`src/hw/rtl/cle_pkg.sv`:
```
// Shared types, constants and codes of the canonical line editor.
package cle_pkg;

  localparam int unsigned LINE_MAX   = 256;
  localparam int unsigned LINE_W     = $clog2(LINE_MAX);
  localparam int unsigned STORE_DEPTH = 2 * LINE_MAX;
  localparam int unsigned STORE_AW   = $clog2(STORE_DEPTH);
  localparam int unsigned CMDQ_DEPTH = 4;
  localparam int unsigned CMDQ_PW    = $clog2(CMDQ_DEPTH);
  localparam int unsigned CMDQ_CW    = $clog2(CMDQ_DEPTH + 1);

  localparam logic [7:0] CH_NUL = 8'd0;
  localparam logic [7:0] CH_BS  = 8'd8;
  localparam logic [7:0] CH_TAB = 8'd9;
  localparam logic [7:0] CH_NL  = 8'd10;
  localparam logic [7:0] CH_CR  = 8'd13;
  localparam logic [7:0] CH_SP  = 8'd32;
  localparam logic [7:0] CH_DEL = 8'd127;

  typedef enum logic [1:0] {
    REQ_KEY    = 2'd0,
    REQ_READ   = 2'd1,
    REQ_FLUSH  = 2'd2,
    REQ_UNUSED = 2'd3
  } req_e;

  typedef enum logic [1:0] {
    KIND_ECHO  = 2'd0,
    KIND_READ  = 2'd1,
    KIND_EMPTY = 2'd2,
    KIND_LINE  = 2'd3
  } kind_e;

  typedef enum logic [2:0] {
    CFG_CANON      = 3'd0,
    CFG_ECHO       = 3'd1,
    CFG_ERASE_ECHO = 3'd2,
    CFG_CR_TO_NL   = 3'd3,
    CFG_ERASE_CHAR = 3'd4
  } cfg_idx_e;

  typedef enum logic [2:0] {
    CMD_ERASE_ECHO,
    CMD_ECHO,
    CMD_ECHO_LINE,
    CMD_LINE,
    CMD_READ,
    CMD_EMPTY
  } cmd_op_e;

  typedef struct packed {
    cmd_op_e    op;
    logic [7:0] data;
  } cmd_t;

  typedef struct packed {
    logic       canon;
    logic       echo;
    logic       erase_echo;
    logic       cr_to_nl;
    logic [7:0] erase_char;
  } cfg_t;

endpackage

```
`src/hw/rtl/cle_ram.sv`:
```
// Generic single-write, single-read RAM with registered read data.
module cle_ram #(
  parameter int unsigned WIDTH = 8,
  parameter int unsigned DEPTH = 512
) (
  input  logic                     clk_i,
  input  logic                     we_i,
  input  logic [$clog2(DEPTH)-1:0] waddr_i,
  input  logic [WIDTH-1:0]         wdata_i,
  input  logic                     re_i,
  input  logic [$clog2(DEPTH)-1:0] raddr_i,
  output logic [WIDTH-1:0]         rdata_o
);

  logic [WIDTH-1:0] mem_q [DEPTH];
  logic [WIDTH-1:0] rdata_q;

  always_ff @(posedge clk_i) begin
    if (we_i) begin
      mem_q[waddr_i] <= wdata_i;
    end
    if (re_i) begin
      rdata_q <= mem_q[raddr_i];
    end
  end

  assign rdata_o = rdata_q;

endmodule

```
`src/hw/rtl/cle_front.sv`:
```
// Front end: accepts requests, edits line and queue state, issues commands.
module cle_front (
  input  logic                          clk_i,
  input  logic                          rst_ni,
  input  cle_pkg::cfg_t                 cfg_i,
  input  logic                          in_valid_i,
  output logic                          in_ready_o,
  input  logic [1:0]                    req_type_i,
  input  logic [7:0]                    key_char_i,
  input  logic [cle_pkg::CMDQ_CW-1:0]   q_count_i,
  output logic                          push_o,
  output cle_pkg::cmd_t                 push_cmd_o
);
  import cle_pkg::*;

  logic                accept;
  logic                bank_q, bank_d;
  logic [LINE_W-1:0]   len_q, len_d;
  logic [LINE_W:0]     qlen_q, qlen_d;
  logic [LINE_W:0]     qpos_q, qpos_d;
  logic [LINE_W:0]     qpos_inc;
  logic                stg_valid_q, stg_valid_d;
  cmd_t                stg_cmd_q, stg_cmd_d;
  logic [7:0]          c;
  logic [7:0]          erase;
  logic                printable;
  logic                mem_we;
  logic [STORE_AW-1:0] mem_waddr;
  logic [7:0]          mem_wdata;
  logic                mem_re;
  logic [STORE_AW-1:0] mem_raddr;
  logic [7:0]          mem_rdata;

  assign in_ready_o = (q_count_i + CMDQ_CW'(stg_valid_q)) < CMDQ_CW'(CMDQ_DEPTH);
  assign accept     = in_valid_i && in_ready_o;
  assign c          = (key_char_i == CH_CR && cfg_i.cr_to_nl) ? CH_NL : key_char_i;
  assign erase      = (cfg_i.erase_char == CH_NUL) ? CH_DEL : cfg_i.erase_char;
  assign printable  = (c == CH_CR) || (c == CH_TAB) || (c >= CH_SP);
  assign qpos_inc   = qpos_q + 1'b1;

  always_comb begin
    bank_d      = bank_q;
    len_d       = len_q;
    qlen_d      = qlen_q;
    qpos_d      = qpos_q;
    stg_valid_d = 1'b0;
    stg_cmd_d   = '{op: CMD_ECHO, data: c};
    mem_we      = 1'b0;
    mem_waddr   = {bank_q, len_q};
    mem_wdata   = c;
    mem_re      = 1'b0;
    mem_raddr   = {~bank_q, qpos_q[LINE_W-1:0]};
    if (accept) begin
      case (req_type_i)
        REQ_KEY: begin
          if (c == CH_NUL) begin
            stg_valid_d = 1'b0;
          end else if (!cfg_i.canon) begin
            if (cfg_i.echo && (c == CH_BS || c == CH_DEL)) begin
              stg_valid_d = 1'b1;
              stg_cmd_d.op = CMD_ERASE_ECHO;
            end else if (cfg_i.echo && (printable || c == CH_NL)) begin
              stg_valid_d = 1'b1;
            end
          end else if (c == CH_BS || c == CH_DEL || c == erase) begin
            if (len_q != '0) begin
              len_d = len_q - 1'b1;
              stg_valid_d = cfg_i.echo && cfg_i.erase_echo;
              stg_cmd_d.op = CMD_ERASE_ECHO;
            end
          end else if (c == CH_NL) begin
            mem_we       = 1'b1;
            qlen_d       = {1'b0, len_q} + 1'b1;
            qpos_d       = '0;
            len_d        = '0;
            bank_d       = ~bank_q;
            stg_valid_d  = 1'b1;
            stg_cmd_d.op = cfg_i.echo ? CMD_ECHO_LINE : CMD_LINE;
          end else if (len_q != LINE_W'(LINE_MAX - 1)) begin
            mem_we      = 1'b1;
            len_d       = len_q + 1'b1;
            stg_valid_d = cfg_i.echo && printable;
          end
        end
        REQ_READ: begin
          stg_valid_d = 1'b1;
          if (qpos_q >= qlen_q) begin
            qlen_d       = '0;
            qpos_d       = '0;
            stg_cmd_d.op = CMD_EMPTY;
          end else begin
            mem_re       = 1'b1;
            stg_cmd_d.op = CMD_READ;
            if (qpos_inc >= qlen_q) begin
              qlen_d = '0;
              qpos_d = '0;
            end else begin
              qpos_d = qpos_inc;
            end
          end
        end
        REQ_FLUSH: begin
          len_d  = '0;
          qlen_d = '0;
          qpos_d = '0;
        end
        default: begin
          stg_valid_d = 1'b0;
        end
      endcase
    end
  end

  always_ff @(posedge clk_i or negedge rst_ni) begin
    if (!rst_ni) begin
      bank_q      <= 1'b0;
      len_q       <= '0;
      qlen_q      <= '0;
      qpos_q      <= '0;
      stg_valid_q <= 1'b0;
    end else begin
      bank_q      <= bank_d;
      len_q       <= len_d;
      qlen_q      <= qlen_d;
      qpos_q      <= qpos_d;
      stg_valid_q <= stg_valid_d;
    end
  end

  always_ff @(posedge clk_i) begin
    stg_cmd_q <= stg_cmd_d;
  end

  cle_ram #(
    .WIDTH (8),
    .DEPTH (STORE_DEPTH)
  ) u_store (
    .clk_i   (clk_i),
    .we_i    (mem_we),
    .waddr_i (mem_waddr),
    .wdata_i (mem_wdata),
    .re_i    (mem_re),
    .raddr_i (mem_raddr),
    .rdata_o (mem_rdata)
  );

  assign push_o          = stg_valid_q;
  assign push_cmd_o.op   = stg_cmd_q.op;
  assign push_cmd_o.data = (stg_cmd_q.op == CMD_READ) ? mem_rdata : stg_cmd_q.data;

endmodule

```
`src/hw/rtl/cle_cmd_fifo.sv`:
```
// Short command queue between front end and back end.
module cle_cmd_fifo (
  input  logic                        clk_i,
  input  logic                        rst_ni,
  input  logic                        push_i,
  input  cle_pkg::cmd_t               push_cmd_i,
  input  logic                        pop_i,
  output cle_pkg::cmd_t               head_o,
  output logic                        empty_o,
  output logic [cle_pkg::CMDQ_CW-1:0] count_o
);
  import cle_pkg::*;

  cmd_t               mem_q [CMDQ_DEPTH];
  logic [CMDQ_PW-1:0] wr_q, wr_d;
  logic [CMDQ_PW-1:0] rd_q, rd_d;
  logic [CMDQ_CW-1:0] cnt_q, cnt_d;

  always_comb begin
    wr_d  = push_i ? wr_q + 1'b1 : wr_q;
    rd_d  = pop_i ? rd_q + 1'b1 : rd_q;
    cnt_d = cnt_q + CMDQ_CW'(push_i) - CMDQ_CW'(pop_i);
  end

  always_ff @(posedge clk_i or negedge rst_ni) begin
    if (!rst_ni) begin
      wr_q  <= '0;
      rd_q  <= '0;
      cnt_q <= '0;
    end else begin
      wr_q  <= wr_d;
      rd_q  <= rd_d;
      cnt_q <= cnt_d;
    end
  end

  always_ff @(posedge clk_i) begin
    if (push_i) begin
      mem_q[wr_q] <= push_cmd_i;
    end
  end

  assign head_o  = mem_q[rd_q];
  assign empty_o = (cnt_q == '0);
  assign count_o = cnt_q;

endmodule

```
`src/hw/rtl/cle_back.sv`:
```
// Back end: expands commands into result transactions through an output register.
module cle_back (
  input  logic          clk_i,
  input  logic          rst_ni,
  input  cle_pkg::cmd_t head_i,
  input  logic          empty_i,
  output logic          pop_o,
  output logic          out_valid_o,
  input  logic          out_ready_i,
  output logic [1:0]    kind_o,
  output logic [7:0]    data_byte_o,
  output logic          last_o
);
  import cle_pkg::*;

  logic [1:0] step_q, step_d;
  logic       valid_q, valid_d;
  kind_e      kind_q, kind_d;
  logic [7:0] byte_q, byte_d;
  logic       last_q, last_d;
  logic       load;
  kind_e      res_kind;
  logic [7:0] res_byte;
  logic       res_last;

  assign load = !empty_i && (!valid_q || out_ready_i);

  always_comb begin
    res_kind = KIND_ECHO;
    res_byte = head_i.data;
    res_last = 1'b1;
    case (head_i.op)
      CMD_ERASE_ECHO: begin
        res_byte = (step_q == 2'd1) ? CH_SP : CH_BS;
        res_last = (step_q == 2'd2);
      end
      CMD_ECHO: begin
        res_byte = head_i.data;
      end
      CMD_ECHO_LINE: begin
        res_kind = (step_q == 2'd0) ? KIND_ECHO : KIND_LINE;
        res_byte = (step_q == 2'd0) ? CH_NL : 8'd0;
        res_last = (step_q != 2'd0);
      end
      CMD_LINE: begin
        res_kind = KIND_LINE;
        res_byte = 8'd0;
      end
      CMD_READ: begin
        res_kind = KIND_READ;
      end
      CMD_EMPTY: begin
        res_kind = KIND_EMPTY;
        res_byte = 8'd0;
      end
      default: begin
        res_byte = 8'd0;
      end
    endcase
  end

  always_comb begin
    step_d  = step_q;
    valid_d = valid_q;
    kind_d  = kind_q;
    byte_d  = byte_q;
    last_d  = last_q;
    if (out_ready_i) begin
      valid_d = 1'b0;
    end
    if (load) begin
      valid_d = 1'b1;
      kind_d  = res_kind;
      byte_d  = res_byte;
      last_d  = res_last;
      step_d  = res_last ? 2'd0 : step_q + 1'b1;
    end
  end

  always_ff @(posedge clk_i or negedge rst_ni) begin
    if (!rst_ni) begin
      step_q  <= 2'd0;
      valid_q <= 1'b0;
    end else begin
      step_q  <= step_d;
      valid_q <= valid_d;
    end
  end

  always_ff @(posedge clk_i) begin
    kind_q <= kind_d;
    byte_q <= byte_d;
    last_q <= last_d;
  end

  assign pop_o       = load && res_last;
  assign out_valid_o = valid_q;
  assign kind_o      = kind_q;
  assign data_byte_o = byte_q;
  assign last_o      = last_q;

endmodule

```
`src/hw/rtl/canonical_line_editor_unit.sv`:
```
// Top level of the canonical line editor: configuration registers and front/back ends.
//
//  channel  | handshake              | payload
//  ---------+------------------------+----------------------------------
//  request  | in_valid_i/in_ready_o  | req_type_i, key_char_i
//  result   | out_valid_o/out_ready_i| kind_o, data_byte_o, last_o
//  config   | cfg_we_i               | cfg_idx_i, cfg_data_i
//
// One request is accepted per cycle while the four-entry command queue has room.
// Results leave at one per cycle from the output register while out_ready_i is high;
// a request yields 0 to 3 results, the first passing the staging register, command
// queue and output register. Reset clears counters and queue; the 512-byte line
// store needs no clearing pass. Each side stalls independently through the queue.
module canonical_line_editor_unit (
  input  logic       clk_i,
  input  logic       rst_ni,
  input  logic       in_valid_i,
  output logic       in_ready_o,
  input  logic [1:0] req_type_i,
  input  logic [7:0] key_char_i,
  output logic       out_valid_o,
  input  logic       out_ready_i,
  output logic [1:0] kind_o,
  output logic [7:0] data_byte_o,
  output logic       last_o,
  input  logic       cfg_we_i,
  input  logic [2:0] cfg_idx_i,
  input  logic [7:0] cfg_data_i
);
  import cle_pkg::*;

  cfg_t               cfg_q, cfg_d;
  logic [CMDQ_CW-1:0] q_count;
  logic               push;
  cmd_t               push_cmd;
  logic               pop;
  cmd_t               head;
  logic               empty;

  always_comb begin
    cfg_d = cfg_q;
    if (cfg_we_i) begin
      case (cfg_idx_i)
        CFG_CANON:      cfg_d.canon      = cfg_data_i[0];
        CFG_ECHO:       cfg_d.echo       = cfg_data_i[0];
        CFG_ERASE_ECHO: cfg_d.erase_echo = cfg_data_i[0];
        CFG_CR_TO_NL:   cfg_d.cr_to_nl   = cfg_data_i[0];
        CFG_ERASE_CHAR: cfg_d.erase_char = cfg_data_i;
        default:        cfg_d            = cfg_q;
      endcase
    end
  end

  always_ff @(posedge clk_i or negedge rst_ni) begin
    if (!rst_ni) begin
      cfg_q <= '{canon: 1'b1, echo: 1'b1, erase_echo: 1'b1, cr_to_nl: 1'b1,
                 erase_char: CH_DEL};
    end else begin
      cfg_q <= cfg_d;
    end
  end

  cle_front u_front (
    .clk_i      (clk_i),
    .rst_ni     (rst_ni),
    .cfg_i      (cfg_q),
    .in_valid_i (in_valid_i),
    .in_ready_o (in_ready_o),
    .req_type_i (req_type_i),
    .key_char_i (key_char_i),
    .q_count_i  (q_count),
    .push_o     (push),
    .push_cmd_o (push_cmd)
  );

  cle_cmd_fifo u_cmdq (
    .clk_i      (clk_i),
    .rst_ni     (rst_ni),
    .push_i     (push),
    .push_cmd_i (push_cmd),
    .pop_i      (pop),
    .head_o     (head),
    .empty_o    (empty),
    .count_o    (q_count)
  );

  cle_back u_back (
    .clk_i       (clk_i),
    .rst_ni      (rst_ni),
    .head_i      (head),
    .empty_i     (empty),
    .pop_o       (pop),
    .out_valid_o (out_valid_o),
    .out_ready_i (out_ready_i),
    .kind_o      (kind_o),
    .data_byte_o (data_byte_o),
    .last_o      (last_o)
  );

endmodule

```
`config.mk`:
```
export PLATFORM = sky130hd
export DESIGN_NAME = canonical_line_editor_unit
export DESIGN_NICKNAME = d
export VERILOG_FILES = /design/src/hw/rtl/cle_pkg.sv /design/src/hw/rtl/cle_ram.sv /design/src/hw/rtl/cle_front.sv /design/src/hw/rtl/cle_cmd_fifo.sv /design/src/hw/rtl/cle_back.sv /design/src/hw/rtl/canonical_line_editor_unit.sv
export SDC_FILE = /design/constraint.sdc
export NUM_CORES = 2
export LEC_CHECK = 0
export ABC_AREA = 1
export BUFFER_PORTS_ARGS = -buffer_cell sky130_fd_sc_hd__buf_2
export CAP_MARGIN = 20
export CELL_PAD_IN_SITES_DETAIL_PLACEMENT = 0
export CELL_PAD_IN_SITES_GLOBAL_PLACEMENT = 1
export CORE_UTILIZATION = 35
export DETAILED_ROUTE_END_ITERATION = 10
export PLACE_DENSITY = 0.68
export SYNTH_ARGS = -nofsm -noshare
export SYNTH_HDL_FRONTEND = slang
export SYNTH_MEMORY_MAX_BITS = 65536
export SYNTH_SLANG_ARGS = --single-unit
```
`constraint.sdc`:
```
create_clock -name clk_i -period 34.1 [get_ports clk_i]
set_input_delay 5.115 -clock clk_i [delete_from_list [all_inputs] [get_ports clk_i]]
set_output_delay 5.115 -clock clk_i [all_outputs]
set_load 0.01 [all_outputs]
```
==> flow_summary.yaml <==
worst_setup_path:
  cp-start-kind: "input port"
  cp_data_arrival_time_ns: 11.20
  cp_max_fo: 87
  cp_slowest_stage_delay_ns: 1.00
  crit_path_end_kind: "register"
  reg2reg_depth: 15
  path_class: "in2reg"
  slowest_stage: "nand3_1"
  critPathRequiredTime_ns: 34.79
  path_cells: "buf_8 -> nor2_1 -> nand3_2 -> nor2_2 -> nor2_4 -> o21ai_0 -> nand2_1 -> nand3_2 -> inv_2 -> buf_4 -> nand3_1 -> nor2_1"
final_layout:
  nNetsFinal: 14300
  synthToLayoutAreaGrowth_pct: 12.2
  stdcell_area_sq_um: 192000
  n_fill_cell: 46200
  layout-drive-gt1-share: 0.0675
  fin_util: 0.395
power:
  p_clk_frac: 0.364
  power_switching_w: 0.00416
  sw_frac_of_total: 0.312
  ir_worst_vdd_v: 0.0000583
  seq_power_share: 0.434
  power_density_nw_per_um2: 69.2
  intPower_w: 0.00916
  pwr-share-comb: 0.202
  leakage_nw: 65.6
hold_path:
  hp-class: "reg2reg"
  hold_path_depth: 2
place:
  numPortBuffers: 38
  gp_congestion: 0.859
  placed_area_sq_um: 178000
  dp_hpwl_microns: 316000
  dp_worst_setup_slack_ns: 22.58
timing:
  tightestPinTransition_ns: 1.15
  slew_violations: 0
  skew_ns: 0.0654
  rsz0062_at_grt: "no"
  max_freq_ghz: 0.0951
  finalCritPeriodShare: 0.308
  finalSetupTns_ns: 0
  min_period_ns: 10.51
  setup_viol: 0
  finalWorstSetupSlack_ns: 23.59
  hold_viol_final: 0
  max_slew_margin: 0.229
clock_network:
  clk_latency_ns: 1.05
  cts_root_buf: "clkbuf_16"
  clock_path_buffers: 4
  cts.sinks: 4220
  numCtsBuffers: 436
  clkTransAtPathRegs_ns: 0.06
  post_cts_resized: 0
  postCtsSetupBuffers: 0
  holdBufCountCts: 0
  cts_tree: "yes"
  htreeDepth: 5
logic_synthesis:
  avgSynthCellArea_sq_um: 11.8
  ys_types: 44
  netlist_area_sq_um: 171000
  synth_seq_cells: 4220
  ys.flop_type: "edfxtp_1"
  syn-instance-count: 14500
  synth_top_area_frac: 0.728
  synth_edf_count: 4159
  synth_area_leaders: "edfxtp_1 (73%), nand2_1 (8.8%), nand3_1 (8.1%)"
  yosysTopAreaCell: "edfxtp_1"
  async_flop_share: 0.0118
  ys_warn_count: 0
  syn_nets: 14500
  seq_area_frac_synth: 0.737
drt:
  drc: 0
  wl_per_cell_microns: 25.7
  drt_iter0_drc: 13300
  antenna_left: 0
  vias: 113000
  viasPerCell: 5.36
  finalWirelength_microns: 540000
  dr.pass1.iters: 6
die:
  die_h_microns: 702
  dieWidth_microns: 702
  num_rows: 256
  dieArea_sq_um: 493000
  io_pins: 39
  coreArea_sq_um: 487000
  start_util: 0.352
global_route:
  grt_max_degree: 212
  antenna_found_initial: 33
  grt_pass1_wl_microns: 772000
  grt_usage: 0.213
  grt_pass1_vias: 110000
  overflow: 0
outcome:
  status: "finished clean"
flow_run:
  cap_violations: 0
## power groups by stage
stage	registers [W]	clock network (W)	logic, W
global route	0.00578	0.00509	0.00293
global placement	0.00588	0	0.00268
detailed placement	0.00588	0	0.00267
finish	0.00578	0.00485	0.00270
floorplan	0.00592	0	0.00169
CTS	0.00578	0.00490	0.00268
## path summary, 6_finish.rpt
path	endpoint	start	slack, ns
setup reg to reg	u_front.u_store.rdata_o[7]	u_front.qpos_q[0]	27.13
setup / recovery	u_front.u_store.mem_q[366][4]	key_char_i[4]	23.59
hold / removal	cfg_q[9]	cfg_q[9]	0.49
hold reg to reg	cfg_q[9]	cfg_q[9]	0.49
max in group asynchronous	u_front.qpos_q[0]	rst_ni	29.36
min in group asynchronous	u_cmdq.wr_q[0]	rst_ni	4.20
## final cells by class
type	instances	area, sq um	share of cell area
antenna	15	37.5	0.000195
clock buffer	520	11300	0.0588
clock inverter	286	3210	0.0167
inverter	204	832	0.00432
multi-input combinational	9081	40500	0.210
sequential	4220	126000	0.657
tap	6450	8070	0.0419
timing repair buffer	252	2110	0.0110
## logic make-up (layout without fill, tap and decap cells)
family / after synthesis / count (layout) / share of synthesized area
DFF: 4220 / 4220 / 0.737
buffers and inverters: 1176 / 1262 / 0.0273
muxes: 12 / 12 / 0.000773
AOI/OAI and AO/OA: 1120 / 1120 / 0.0365
xor gates and xnor gates: 24 / 24 / 0.00123
and+or+nand+nor: 7886 / 7886 / 0.194
adders and majority gates: 39 / 39 / 0.00285
other: 0 / 15 / 0
## cells in the final DEF, fill, tap and decap left out, types with 6 or more instances in the layout
master	Yosys	layout
dfrtp_1	39	32
xor2_1	18	18
nor2_2	5	6
o211ai_1	92	92
clkbuf_1	633	78
dfrtp_4	0	6
inv_6	0	10
clkinv_8	0	6
mux2_2	10	10
buf_2	191	34
nand2_1	4003	4002
clkinv_2	0	99
inv_1	195	173
buf_12	0	18
clkbuf_16	0	439
bufinv_16	0	54
o22ai_1	139	139
nand3_1	2792	2792
o21ai_0	390	390
a21oi_1	390	390
clkinv_1	7	87
edfxtp_1	4159	4159
buf_4	3	192
dfstp_2	11	11
o21ai_1	8	7
dfxtp_1	11	11
nand2_2	13	13
xnor2_1	6	6
a21boi_0	90	90
nor3_1	89	88
clkinvlp_4	0	23
clkinv_4	0	10
inv_8	0	6
nor2_1	965	961
diode_2	0	15
clkinv_16	0	10
ha_1	39	39
## Yosys cell counts, types with 3 or more instances
master,n
a21boi_0,90
a21oi_1,390
a31oi_1,4
buf_1,143
buf_2,191
buf_4,3
clkbuf_1,633
clkinv_1,7
dfrtp_1,39
dfstp_2,11
dfxtp_1,11
edfxtp_1,4159
ha_1,39
inv_1,195
mux2_2,10
nand2_1,4003
nand2_2,13
nand3_1,2792
nand3_2,3
nand3b_1,4
nand4_1,5
nor2_1,965
nor2_2,5
nor3_1,89
nor4_1,3
o211ai_1,92
o21ai_0,390
o21ai_1,8
o22ai_1,139
xnor2_1,6
xor2_1,18
## worst max-delay path, delay by kind of cell
kind / cells / cell delay (ns)
compound gates: 1 / 0.21
buf+inv: 3 / 1.87
simple gates: 8 / 3.82
## state kept, by name (all words and copies together) (netlist names)
name,count
u_back.data_byte_o,8
u_back.step_q,2
u_back.kind_o,2
u_cmdq.count_o,3
cfg_q,12
u_front.u_store.rdata_o,8
u_back.out_valid_o,1
u_front.len_q,8
u_front.stg_cmd_q,8
u_cmdq.mem_q,44
u_front.push_o,1
u_front.qpos_q,9
u_front.qlen_q,9
u_front.bank_q,1
u_back.last_o,1
u_front.push_cmd_o,3
u_front.u_store.mem_q,4096
u_cmdq.rd_q,2
u_cmdq.wr_q,2
## metrics by stage
| stage | hold WS (ns) | cells | total power (W) |
|---|---|---|---|
| final | 0.488 | 21000 | 0.0133 |
| after global routing | 0.512 | 21000 | 0.0138 |
| after CTS | 0.494 | 21000 | 0.0134 |
| after detailed placement | 0.481 | 20200 | 0.00856 |
| after global placement | 0.485 | 20200 | 0.00856 |
| after floorplan | 0.453 | 14500 | 0.00760 |
## routing by layer
metal	part of all wire	global-route usage
met1	0.41	0.286
met2	0.47	0.349
met3	0.076	0.0320
met4	0.040	0.0811
met5	0.00011	0
Power figures use the tool's default switching activity.
